<file path="config.mk">
export PLATFORM = sky130hd
export DESIGN_NAME = sli_ctrl
export DESIGN_NICKNAME = d
export VERILOG_FILES = /design/src/hw/rtl/sli_pkg.sv /design/src/hw/rtl/sli_ctrl.sv
export SDC_FILE = /design/constraint.sdc
export NUM_CORES = 1
export LEC_CHECK = 0
export ABC_AREA = 1
export BUFFER_PORTS_ARGS = -buffer_cell sky130_fd_sc_hd__buf_2
export CAP_MARGIN = 20
export CORE_AREA = 3 3 116 118
export CTS_BUF_LIST = sky130_fd_sc_hd__clkbuf_16
export CTS_CLUSTER_SIZE = 30
export DETAILED_ROUTE_END_ITERATION = 8
export DIE_AREA = 0 0 119 121
export PLACE_DENSITY = 0.83
export RECOVER_POWER = 25
export REMOVE_ABC_BUFFERS = 1
export SLEW_MARGIN = 20
export SYNTH_ARGS = -nofsm -noshare
export SYNTH_HDL_FRONTEND = slang
export SYNTH_SLANG_ARGS = --single-unit
</file>
<file path="constraint.sdc">
create_clock -name clk -period 4.85 [get_ports clk]
set_input_delay 0.2425 -clock clk [delete_from_list [all_inputs] [get_ports clk]]
set_output_delay 0.2425 -clock clk [all_outputs]
set_load 0.01 [all_outputs]
</file>
<file path="src/hw/rtl/sli_pkg.sv">
// shared types and constants for the sorted list intersection block
package sli_pkg;

    localparam int LIST_DEPTH_DEFAULT = 1024;
    localparam int ID_BITS_DEFAULT    = 32;
    localparam int DOC_ID_BITS        = 32;
    localparam int COUNT_BITS         = 11;

    typedef enum logic [1:0] {
        KIND_CLEAR  = 2'd0,
        KIND_APPEND = 2'd1,
        KIND_PROBE  = 2'd2,
        KIND_FINISH = 2'd3
    } kind_t;

    typedef enum logic {
        ST_IDLE = 1'b0,
        ST_WALK = 1'b1
    } state_t;

    typedef struct packed {
        logic [1:0]             kind;
        logic [DOC_ID_BITS-1:0] doc_id;
    } in_item_t;

    typedef struct packed {
        logic [DOC_ID_BITS-1:0] match_id;
        logic                   is_summary;
        logic [COUNT_BITS-1:0]  result_count;
        logic                   overflowed;
    } out_item_t;

endpackage

</file>
<file path="src/hw/rtl/sli_ctrl.sv">
// request sequencer: pointers, probe walk over the store, result register
module sli_ctrl #(
    parameter int LIST_DEPTH = sli_pkg::LIST_DEPTH_DEFAULT,
    parameter int ID_BITS    = sli_pkg::ID_BITS_DEFAULT
) (
    input  logic                          clk,
    input  logic                          rst_n,
    input  logic                          start,
    input  sli_pkg::in_item_t             request,
    output logic                          busy,
    output logic                          result_valid,
    output sli_pkg::out_item_t            result,
    output logic                          mem_wr_en,
    output logic [$clog2(LIST_DEPTH)-1:0] mem_wr_addr,
    output logic [((ID_BITS < sli_pkg::DOC_ID_BITS) ? ID_BITS
                   : sli_pkg::DOC_ID_BITS)-1:0] mem_wr_data,
    output logic                          mem_rd_en,
    output logic [$clog2(LIST_DEPTH)-1:0] mem_rd_addr,
    input  logic [((ID_BITS < sli_pkg::DOC_ID_BITS) ? ID_BITS
                   : sli_pkg::DOC_ID_BITS)-1:0] mem_rd_data
);

    import sli_pkg::*;

    localparam int W  = (ID_BITS < DOC_ID_BITS) ? ID_BITS : DOC_ID_BITS;
    localparam int AW = $clog2(LIST_DEPTH);
    localparam int CW = $clog2(LIST_DEPTH + 1);
    localparam int XW = (CW > COUNT_BITS) ? CW : COUNT_BITS;
    localparam logic [CW-1:0] DEPTH_C = CW'(LIST_DEPTH);

    state_t          state_reg, state_next;
    logic [CW-1:0]   len_reg, len_next;
    logic [CW-1:0]   rp_reg, rp_next;
    logic [CW-1:0]   wp_reg, wp_next;
    logic            ovf_reg, ovf_next;
    logic [W-1:0]    id_reg, id_next;
    logic            out_valid_reg, out_valid_next;
    out_item_t       out_reg, out_next;

    logic            accept;
    kind_t           kind;
    logic [W-1:0]    req_id;
    logic [CW-1:0]   rp_inc;
    logic            more;
    logic            lt;
    logic            eq;
    logic [XW-1:0]   wp_ext;

    assign accept = start && (state_reg == ST_IDLE);
    assign kind   = kind_t'(request.kind);
    assign req_id = request.doc_id[W-1:0];
    assign rp_inc = rp_reg + CW'(1);
    assign more   = rp_inc < len_reg;
    assign lt     = mem_rd_data < id_reg;
    assign eq     = mem_rd_data == id_reg;
    assign wp_ext = XW'(wp_reg);

    // next state
    always_comb
    begin
        state_next = state_reg;
        case (state_reg)
            ST_IDLE:
            begin
                if (accept && kind == KIND_PROBE && rp_reg < len_reg)
                begin
                    state_next = ST_WALK;
                end
            end
            ST_WALK:
            begin
                if (!(lt && more))
                begin
                    state_next = ST_IDLE;
                end
            end
            default:
            begin
                state_next = ST_IDLE;
            end
        endcase
    end

    // datapath and store access
    always_comb
    begin
        len_next       = len_reg;
        rp_next        = rp_reg;
        wp_next        = wp_reg;
        ovf_next       = ovf_reg;
        id_next        = id_reg;
        out_valid_next = 1'b0;
        out_next       = out_reg;
        mem_wr_en      = 1'b0;
        mem_wr_addr    = len_reg[AW-1:0];
        mem_wr_data    = req_id;
        mem_rd_en      = 1'b0;
        mem_rd_addr    = rp_reg[AW-1:0];
        case (state_reg)
            ST_IDLE:
            begin
                if (accept)
                begin
                    case (kind)
                        KIND_CLEAR:
                        begin
                            len_next = '0;
                            rp_next  = '0;
                            wp_next  = '0;
                            ovf_next = 1'b0;
                        end
                        KIND_APPEND:
                        begin
                            if (len_reg < DEPTH_C)
                            begin
                                mem_wr_en = 1'b1;
                                len_next  = len_reg + CW'(1);
                            end
                            else
                            begin
                                ovf_next = 1'b1;
                            end
                        end
                        KIND_PROBE:
                        begin
                            id_next   = req_id;
                            mem_rd_en = rp_reg < len_reg;
                        end
                        KIND_FINISH:
                        begin
                            len_next                = wp_reg;
                            rp_next                 = '0;
                            wp_next                 = '0;
                            out_valid_next          = 1'b1;
                            out_next.match_id       = '0;
                            out_next.is_summary     = 1'b1;
                            out_next.result_count   = wp_ext[COUNT_BITS-1:0];
                            out_next.overflowed     = ovf_reg;
                        end
                        default:
                        begin
                        end
                    endcase
                end
            end
            ST_WALK:
            begin
                if (lt)
                begin
                    rp_next     = rp_inc;
                    mem_rd_en   = more;
                    mem_rd_addr = rp_inc[AW-1:0];
                end
                else if (eq)
                begin
                    // compact the match into list a
                    mem_wr_en             = 1'b1;
                    mem_wr_addr           = wp_reg[AW-1:0];
                    mem_wr_data           = id_reg;
                    wp_next               = wp_reg + CW'(1);
                    rp_next               = rp_inc;
                    out_valid_next        = 1'b1;
                    out_next.match_id     = DOC_ID_BITS'(id_reg);
                    out_next.is_summary   = 1'b0;
                    out_next.result_count = '0;
                    out_next.overflowed   = 1'b0;
                end
            end
            default:
            begin
            end
        endcase
    end

    always_ff @(posedge clk or negedge rst_n)
    begin
        if (!rst_n)
        begin
            state_reg     <= ST_IDLE;
            len_reg       <= '0;
            rp_reg        <= '0;
            wp_reg        <= '0;
            ovf_reg       <= 1'b0;
            out_valid_reg <= 1'b0;
        end
        else
        begin
            state_reg     <= state_next;
            len_reg       <= len_next;
            rp_reg        <= rp_next;
            wp_reg        <= wp_next;
            ovf_reg       <= ovf_next;
            out_valid_reg <= out_valid_next;
        end
    end

    always_ff @(posedge clk)
    begin
        id_reg  <= id_next;
        out_reg <= out_next;
    end

    assign busy         = state_reg != ST_IDLE;
    assign result_valid = out_valid_reg;
    assign result       = out_reg;

endmodule

</file>
==> results of run 1 <==
what timing repair did:
action	4_1_cts	5_1_grt
setup buffers	0	0
resized for setup	0	0
hold buffers	3	0
hold endpoints to repair	38	0
kinds of logic after synthesis:
kind of cell | after synthesis
DFF | 113
buffers and inverters | 155
adders and majority gates | 59
xor gates and xnor gates | 14
and+or+nand+nor | 291
AOI/OAI and AO/OA | 133
synth_stat cells (all sizes together), types with 2 or more instances:
| library cell | n | area [um^2] |
|---|---|---|
| nand4 | 20 | 131.4 |
| buf | 19 | 127.6 |
| a22oi | 6 | 45.04 |
| o21a | 2 | 15.01 |
| ha | 59 | 738.2 |
| o21ai | 79 | 410.4 |
| clkbuf | 8 | 30.03 |
| o22ai | 4 | 25.02 |
| edfxtp | 77 | 2312 |
| nand3 | 31 | 155.2 |
| dfrtp | 36 | 900.9 |
| nor3 | 5 | 35.03 |
| a21oi | 32 | 163.9 |
| o211ai | 4 | 30.03 |
| nor2 | 42 | 162.6 |
| nand2 | 190 | 723.2 |
| inv | 127 | 476.7 |
| xor2 | 13 | 113.9 |
how the worst max path moves through the flow:
| stage | slack (ns) | endpoint | startpoint | cells after the start |
|---|---|---|---|---|
| after floorplan | -0.01 | result[0] | busy | 3 |
| after global placement | 1.45 | result[21] | id_reg[31] | 11 |
| after detailed placement | 1.38 | result[21] | id_reg[31] | 11 |
| after CTS | 1.01 | mem_wr_addr[1] | id_reg[31] | 12 |
| after global routing | 0.74 | mem_wr_addr[1] | id_reg[30] | 12 |
| final | 1.01 | mem_wr_addr[1] | id_reg[23] | 12 |
area by class of cell:
class / instances / area, um^2
fill: 1053 / 4349
sequential: 113 / 3214
multi-input combinational: 497 / 2839
timing repair buffer: 177 / 844.6
inverter: 128 / 481.7
clock buffer: 17 / 425.4
tap: 172 / 215.2
clock inverter: 15 / 198.9
layer usage:
layer,global-route usage [%],vias up,part of all wire [%]
met1,29.86,2671,43
met4,10.21,2,2.7
met2,39.88,210,49
met3,5.175,37,5.4
li1,-,2871,-
met5,0,-,0.064
through the flow:
step | util [%] | setup slack (ns) | setup TNS [ns] | cell area (um^2) | total power, mW
2_1_floorplan | - | -0.009595 | -0.4318 | 6523 | 1.476
3_3_place_gp | 60.74 | 1.451 | 0 | 7634 | 1.658
3_5_place_dp | 60.74 | 1.383 | 0 | 7634 | 1.681
4_1_cts | 65.94 | 1.013 | 0 | 8288 | 3.018
5_1_grt | 65.40 | 0.7351 | 0 | 8219 | 3.129
6_report | 65.40 | 1.012 | 0 | 8219 | 3.000
report_power, final:
group / internal (mW) / leakage, nW / total [mW] / switching [mW]
clock: 0.897 / 0.304 / 1.33 / 0.432
combinational: 0.188 / 2.69 / 0.526 / 0.337
sequential: 1.10 / 1.19 / 1.15 / 0.0476
total: 2.18 / 4.18 / 3.00 / 0.817
cell usage in the layout, fill, tap and decap left out, drive strengths merged, types with 2 or more instances in the layout:
master / count
a21oi: 32
nand2: 190
dfrtp: 36
o21a: 2
dlygate4sd3: 3
nand4: 20
bufinv: 5
nor2: 42
inv: 128
xor2: 13
buf: 119
nor3: 5
clkinvlp: 2
o21ai: 79
nand3: 31
edfxtp: 77
a22oi: 6
ha: 59
clkbuf: 72
clkinv: 8
o22ai: 4
o211ai: 4
==> impl_metrics.csv, run 1 <==
group,metric,value,unit
logic_synthesis,synth-main-ff-cell,"edfxtp_1",
worst_setup_path,worstPathCellList,"inv_1 -> ha_1 -> nand2_1 -> nor2_1 -> nand3b_1 -> nor2_2 -> nand4_2 -> inv_2 -> nand2_4 -> buf_4 -> o21ai_0 -> buf_2",
logic_synthesis,synthArstFlopShare,31.86,%
run,drv_cap,1,
worst_setup_path,endpoint_kind,"primary output",
floorplanning,std_cell_rows,41,
clock_tree,clk_path_buf_depth,2,
logic_synthesis,synthSimpleGateAreaFrac,18.39,%
floorplanning,core,0.01257,mm^2
clock_tree,root_buffer,"clkbuf_16",
logic_synthesis,seq_area_frac_synth,48.10,%
outcome,status,"finished with violations",
route,firstDrtPassIters,5,
min_path,min_path_type,"input pin to flip-flop",
timing,setup-violations-final,0,
route,finalWirelength,17100,um
timing,period_share,79.13,%
finish,fin_nets,1062,
grt,antenna_found_initial,1,
clock_tree,cts.clk_slew.worst_paths,0.06,ns
route,vias,5791,
power,ir_worst_vdd,0.2520,mV
timing,slew_headroom,-41.50,%
worst_setup_path,critPathArrivalTime,3.60,ns
logic_synthesis,synth_top_family_by_area,"simple AND/OR/NAND/NOR gates",
finish,drive_above_1_share,17.21,%
timing,drv_slew,37,
timing,fmax,260.6,MHz
worst_setup_path,r2r_slack,1.37,ns
worst_setup_path,reg2reg_to,"result[14]",
timing,rsz0062_at_grt,"no",
clock_tree,clk_latency,0.42,ns
route,first_iter_violations,523,
logic_synthesis,avgSynthCellArea,8.732,um^2
timing,holdWs,0.01917,ns
place,port_buffers,169,
grt,grt_use_total,23.81,%
finish,largest_register_ffs,45,
finish,final_cells,1119,
worst_setup_path,cp_num_buf_inv,4,
grt,grt_pass1_vias,5559,
logic_synthesis,syn-instance-count,765,
logic_synthesis,synth_warnings,0,
timing,skew,0.008684,ns
grt,grt_start_max_net_pins,71,
worst_setup_path,r2r_start,"id_reg[23]",
worst_setup_path,cp.required,4.61,ns
logic_synthesis,synth_compound_area_share,11.05,%
logic_synthesis,synth_seq_cells,113,
floorplanning,fp.dieArea,0.01440,mm^2
clock_tree,numCtsBuffers,17,
worst_setup_path,reg2reg_depth,11,
finish,antenna_cells,0,
min_path,holdCritStartpoint,"request[6]",
place,gp_congestion,0.8715,
min_path,min_path_cells,1,
logic_synthesis,netlist_area,0.006680,mm^2
power,power_density,365.1,mW/mm^2
worst_setup_path,setup.worst_path.start_class,"flip-flop",
worst_setup_path,slowest_stage,"buf_4",
place,dp.cells,1084,
outcome,violations,"max-capacitance violations, max-slew violations",
worst_setup_path,critPathMaxFanout,70,
clock_tree,cts_tree,"yes",
route,ant_nets,0,
clock_tree,ctsHtreeMaxLevel,4,
logic_synthesis,synth_fa_ha_area_share,11.05,%
floorplanning,die_h,121,um
logic_synthesis,synthXorXnorAreaFrac,1.836,%
timing,period_minus_slack,3.838,ns
finish,areaGrowthSynthToFinish,23.04,%
logic_synthesis,synth_cell_types,41,
logic_synthesis,synth.mux.area_fraction,0,%
place,hpwl,12400,um
worst_setup_path,worstSetupPathType,"flip-flop to primary output",
timing,hold_viol,0,
worst_setup_path,crit_path_max_incr_delay,0.44,ns
timing,tightest_slew,2.123,ns
power,power.leakage,4.177,nW
min_path,hold_path_end,"id_reg[6]",
route,avgViaCountPerCell,5.175,
clock_tree,numClockSinks,113,
worst_setup_path,critPathTopFamily,"simple AND/OR/NAND/NOR gates",
route,routedWlPerCell,15.28,um
grt,grt-ovfl-total,0,
floorplanning,pin_count,170,
floorplanning,die_w,119,um
logic_synthesis,synth-edff-count,77,
route,drc_errors,0,
floorplanning,initial_utilization,53.15,%
grt,grt_pass1_wl,26850,um
Power figures use the tool's default switching activity.
==> inputs of run 2 (changes only) <==
Clock period 4.85 ns to 3.8 ns, I/O delays scaled along.
==> run 2 against run 1 <==
Against the previous run:
- the run still ends with max-capacitance violations, max-slew violations left
- combinational power is 30% higher
- wire length is 0.96% higher
- worst setup slack worse by 0.60 ns
- cell count is 2.9% higher
- cell area is 4.1% higher
- utilization is 2.7 points higher
==> impl_metrics.csv, run 2 (synthesis gave the netlist of run 1 again) <==
group,metric,value,unit
timing,skew,0.01099,ns
finish,utilization,68.05,%
worst_setup_path,setup.worst_path.start_class,"flip-flop",
worst_setup_path,critPathMaxFanout,5,
floorplanning,die_h,121,um
timing,setup-violations-final,0,
route,ant_nets,0,
clock_tree,cts_tree,"yes",
worst_setup_path,worstSetupPathType,"flip-flop to primary output",
run,drv_cap,1,
grt,grt_use_total,24.60,%
clock_tree,cts.clk_slew.worst_paths,0.05,ns
worst_setup_path,critPathArrivalTime,3.20,ns
finish,largest_register_ffs,45,
grt,gr-usage-met3,4.848,%
outcome,status,"finished with violations",
power,power_density,441.5,mW/mm^2
place,port_buffers,169,
finish,final_cell_mix,"nand2_1, inv_1, buf_2",
timing,tightest_slew,2.043,ns
finish,multiInputGateArea,0.002839,mm^2
grt,grt_pass1_wl,28100,um
power,power.leakage,4.347,nW
finish,drive_above_1_share,17.86,%
clock_tree,numCtsBuffers,17,
finish,layout_commonest_cell,"nand2_1",
floorplanning,pin_count,170,
clock_tree,clk_path_buf_depth,2,
place,placed_cell_area,0.007649,mm^2
worst_setup_path,endpoint_kind,"primary output",
worst_setup_path,cp.required,3.61,ns
finish,areaGrowthSynthToFinish,28.04,%
floorplanning,core,0.01257,mm^2
clock_tree,clk_latency,0.42,ns
floorplanning,std_cell_rows,41,
floorplanning,die_w,119,um
clock_tree,numClockSinks,113,
power,ir_worst_vdd,0.2513,mV
place,gp_congestion,0.8571,
timing,holdWs,0.1776,ns
finish,stdcell_area,0.008553,mm^2
timing,slew_headroom,-36.18,%
timing,period_share,89.18,%
place,hpwl,12140,um
floorplanning,fp.dieArea,0.01440,mm^2
finish,layout.area.seq,0.003213,mm^2
finish,n_fill_cell,989,
timing,fmax,295.1,MHz
finish,fin_nets,1095,
grt,grt_pass1_vias,5826,
grt,grt_start_max_net_pins,106,
grt,busiest_layer,"met2",
clock_tree,ctsHtreeMaxLevel,4,
grt,antenna_found_initial,0,
timing,rsz0062_at_grt,"no",
place,pre_cts_slack,0.7488,ns
timing,period_minus_slack,3.389,ns
timing,drv_slew,37,
timing,hold_viol,0,
route,firstDrtPassIters,5,
min_path,min_path_type,"input pin to flip-flop",
outcome,violations,"max-capacitance violations, max-slew violations",
finish,antenna_cells,0,
floorplanning,initial_utilization,53.15,%
clock_tree,root_buffer,"clkbuf_16",
grt,use_met1,30.42,%
grt,grt-ovfl-total,0,
route,avgViaCountPerCell,5.188,
route,finalWirelength,17270,um
clock_tree,postCtsSetupBuffers,0,
grt,use_met2,41.75,%
route,routedWlPerCell,14.99,um
route,vias,5976,
route,drc_errors,0,
route,first_iter_violations,508,
timing,fin_ws,0.4111,ns
==> run 2: through the flow <==
step | setup TNS [ns] | std cells | total power [mW]
finish | 0 | 1152 | 3.776
global placement | 0 | 1086 | 2.120
detailed placement | 0 | 1086 | 2.141
floorplan | -47.68 | 738 | 1.884
CTS | 0 | 1151 | 3.794
global route | 0 | 1152 | 3.963
==> run 2: critical path, cell delays in order (launching register included) <==
cell,delay [ns]
dfrtp_1,0.42
ha_1,0.24
nand4_1,0.16
nor2_1,0.12
nand2_1,0.11
nor2_1,0.11
nand2_1,0.07
xor2_1,0.17
inv_1,0.07
ha_1,0.29
nand2_1,0.07
nor2_1,0.18
nand4_1,0.12
a21oi_1,0.15
nor2_1,0.08
nand4_1,0.09
o21ai_0,0.15
buf_2,0.18
==> run 2: final cells by class <==
class | count | share of cell area (%)
Sequential cell | 113 | 37.57
Clock buffer | 17 | 4.974
Inverter | 128 | 5.632
Tap cell | 172 | 2.516
Multi-Input combinational cell | 497 | 33.19
Clock inverter | 15 | 2.033
Timing Repair Buffer | 210 | 14.09
==> run 2: final timing paths <==
| kind | startpoint | to | slack, ns | cells past startpoint |
|---|---|---|---|---|
| max | rp_reg[1] | mem_rd_en | 0.41 | 17 |
| min | start | result_valid | 0.18 | 3 |
| max reg2reg | id_reg[13] | rp_reg[10] | 0.97 | 12 |
| min reg2reg | wp_ext[10] | wp_ext[10] | 0.51 | 2 |
| max in group asynchronous | rst_n | wp_ext[0] | 1.72 | 2 |
| min in group asynchronous | rst_n | wp_ext[10] | 0.90 | 2 |
==> run 2: timing repair <==
action | in CTS | in global routing
resized for setup | 0 | 2
hold buffers | 33 | 0
endpoints found under the setup margin | 0 | 1
endpoints found under the hold margin | 68 | 0
==> run 2: where the power goes <==
group	switching [mW]	internal [mW]
Clock	0.549	1.08
Combinational	0.420	0.264
Sequential	0.0647	1.40
==> run 2: layer usage <==
metal  part of all wire [%]  vias up  wire, um
met3                    5.7       44       979
met4                    3.2        0       552
met2                     49      228      8467
met1                     42     2764      7266
li1                       -     2940         -
met5                      0        -         0
==> inputs of run 3 (changes only) <==
==> constraint.sdc (replaced) <==
create_clock -name clk -period 3.8 [get_ports clk]
set_input_delay 0.76 -clock clk [delete_from_list [all_inputs] [get_ports clk]]
set_output_delay 0.76 -clock clk [all_outputs]
set_load 0.01 [all_outputs]
==> run 3 against run 2 <==
Against the previous run:
- the run still ends with max-capacitance violations, max-slew violations left
- non-clock buffer count fell by 27
- cell area is 2.9% lower
- clock skew barely moved
- hold slack gained 0.34 ns
- utilization fell by 2.0 points
- critical path type unchanged
- critical endpoint unchanged
- highest routed layer unchanged
==> impl_metrics.csv, run 3 (synthesis gave the netlist of run 1 again) <==
group,metric,value,unit
outcome,status,"finished with violations",
outcome,violations,"max-capacitance violations, max-slew violations",
place,dp.cells,1087,
clock_tree,holdBufCountCts,0,
grt,gr-usage-met3,5.175,%
worst_setup_path,endpoint_kind,"primary output",
grt,grt-ovfl-total,0,
finish,stdcell_area,0.008304,mm^2
route,avgViaCountPerCell,5.103,
worst_setup_path,setup.worst_path.start_class,"flip-flop",
place,port_buffers,169,
worst_setup_path,worstPathCellList,"ha_4 -> nand4_1 -> nor2_1 -> nand2_1 -> o21ai_0 -> inv_1 -> ha_1 -> a21oi_1 -> o211ai_1 -> nor2_1 -> nand4_1 -> o21ai_2 -> buf_2",
worst_setup_path,slowest_stage,"dfrtp_1",
timing,period_minus_slack,3.682,ns
finish,drive_above_1_share,22.35,%
worst_setup_path,crit_path_max_incr_delay,0.42,ns
timing,holdWs,0.5200,ns
clock_tree,clk_path_buf_depth,2,
finish,final_cells,1126,
floorplanning,core,0.01257,mm^2
grt,grt_use_total,23.11,%
finish,n_fill_cell,1037,
grt,antenna_found_initial,1,
finish,layout_commonest_cell,"nand2_1",
clock_tree,cts.clk_slew.worst_paths,0.06,ns
grt,use_met2,39.53,%
grt,use_met1,28.13,%
place,hpwl,12060,um
worst_setup_path,critPathMaxFanout,4,
route,finalWirelength,16400,um
finish,utilization,66.07,%
power,ir_worst_vdd,0.2860,mV
timing,setup-violations-final,0,
power,power_density,435.8,mW/mm^2
finish,largest_register_ffs,45,
route,vias,5746,
grt,busiest_layer,"met2",
route,first_iter_violations,368,
clock_tree,clk_latency,0.42,ns
worst_setup_path,critPathTopFamily,"compound AO/OA/AOI/OAI gates",
run,drv_cap,1,
finish,fin_nets,1068,
worst_setup_path,cp.required,3.04,ns
timing,tightest_slew,2.063,ns
timing,fmax,271.6,MHz
finish,areaGrowthSynthToFinish,24.31,%
floorplanning,die_h,121,um
power,total_power,3.619,mW
finish,final_cell_mix,"nand2_1, buf_2, inv_1",
grt,grt_start_max_net_pins,53,
grt,grt_pass1_wl,26320,um
timing,drv_slew,37,
grt,grt_pass1_vias,5487,
worst_setup_path,worstSetupPathType,"flip-flop to primary output",
place,pre_cts_slack,0.4039,ns
floorplanning,fp.dieArea,0.01440,mm^2
timing,skew,0.01079,ns
clock_tree,ctsHtreeMaxLevel,4,
clock_tree,root_buffer,"clkbuf_16",
worst_setup_path,critPathArrivalTime,2.92,ns
timing,finalSetupTns,0,ns
timing,slew_headroom,-37.54,%
min_path,min_path_type,"flip-flop to flip-flop",
route,ant_nets,0,
floorplanning,std_cell_rows,41,
floorplanning,pin_count,170,
place,placed_cell_area,0.007694,mm^2
route,firstDrtPassIters,4,
timing,fin_ws,0.1182,ns
timing,period_share,96.89,%
floorplanning,initial_utilization,53.15,%
timing,rsz0062_at_grt,"yes",
route,drc_errors,0,
clock_tree,cts_tree,"yes",
timing,hold_viol,0,
worst_setup_path,cp_num_buf_inv,2,
clock_tree,numCtsBuffers,17,
route,routedWlPerCell,14.56,um
power,power.leakage,4.254,nW
floorplanning,die_w,119,um
place,gp_congestion,0.9026,
clock_tree,numClockSinks,113,
## run 3: cell count changes in the layout (fill, tap and decap cells not counted), sizes merged
cell         previous run  this run
dlygate4sd3            33         0
buf                   132       157
clkbuf                 62        43
clkinvlp                2         7
bufinv                  4         1
clkinv                  9         6
diode                   0         1
inv                   128       129
## run 3: final timing paths
| path | slack (ns) | to | start | cells past startpoint |
|---|---|---|---|---|
| min in group asynchronous | 0.94 | wp_ext[9] | rst_n | 1 |
| max in group asynchronous | 1.52 | busy | rst_n | 1 |
| max | 0.12 | mem_rd_en | rp_reg[0] | 13 |
| min | 0.52 | ovf_reg | ovf_reg | 2 |
| max reg2reg | 1.11 | result[13] | id_reg[31] | 12 |
| min reg2reg | 0.52 | ovf_reg | ovf_reg | 2 |
## run 3: area by class of cell
type                    instances  area (um^2)  area share [%]
clock buffers                  17        425.4           5.123
multi-input cells             497         2888           34.77
clock inverters                15        121.4           1.461
inverters                     128        481.7           5.801
well taps                     172        215.2           2.592
diodes                          1        2.502         0.03013
flip-flops and latches        113         3214           38.71
repair buffers                183        955.9           11.51
## run 3: timing repair
item	in CTS	in global routing
setup buffers	1	5
cloned	0	0
pin swaps	0	6
resized for setup	1	9
endpoints found under the setup margin	1	1
endpoints found under the hold margin	0	0
## run 3: where the power goes
part | total [mW] | internal (mW) | switching (mW)
registers | 1.46 | 1.40 | 0.0597
logic | 0.698 | 0.267 | 0.431
clock network | 1.46 | 0.889 | 0.573
## run 3: layer usage
layer	wire, um	vias up
li1	-	2892
met1	6998	2622
met3	922	38
met5	0	-
met4	475	0
met2	8001	194
## run 3: tightest hold or removal path, cell delays in order, from the launching register on
cell	delay, ns
dfrtp_1	0.32
inv_1	0.05
o32ai_1	0.10
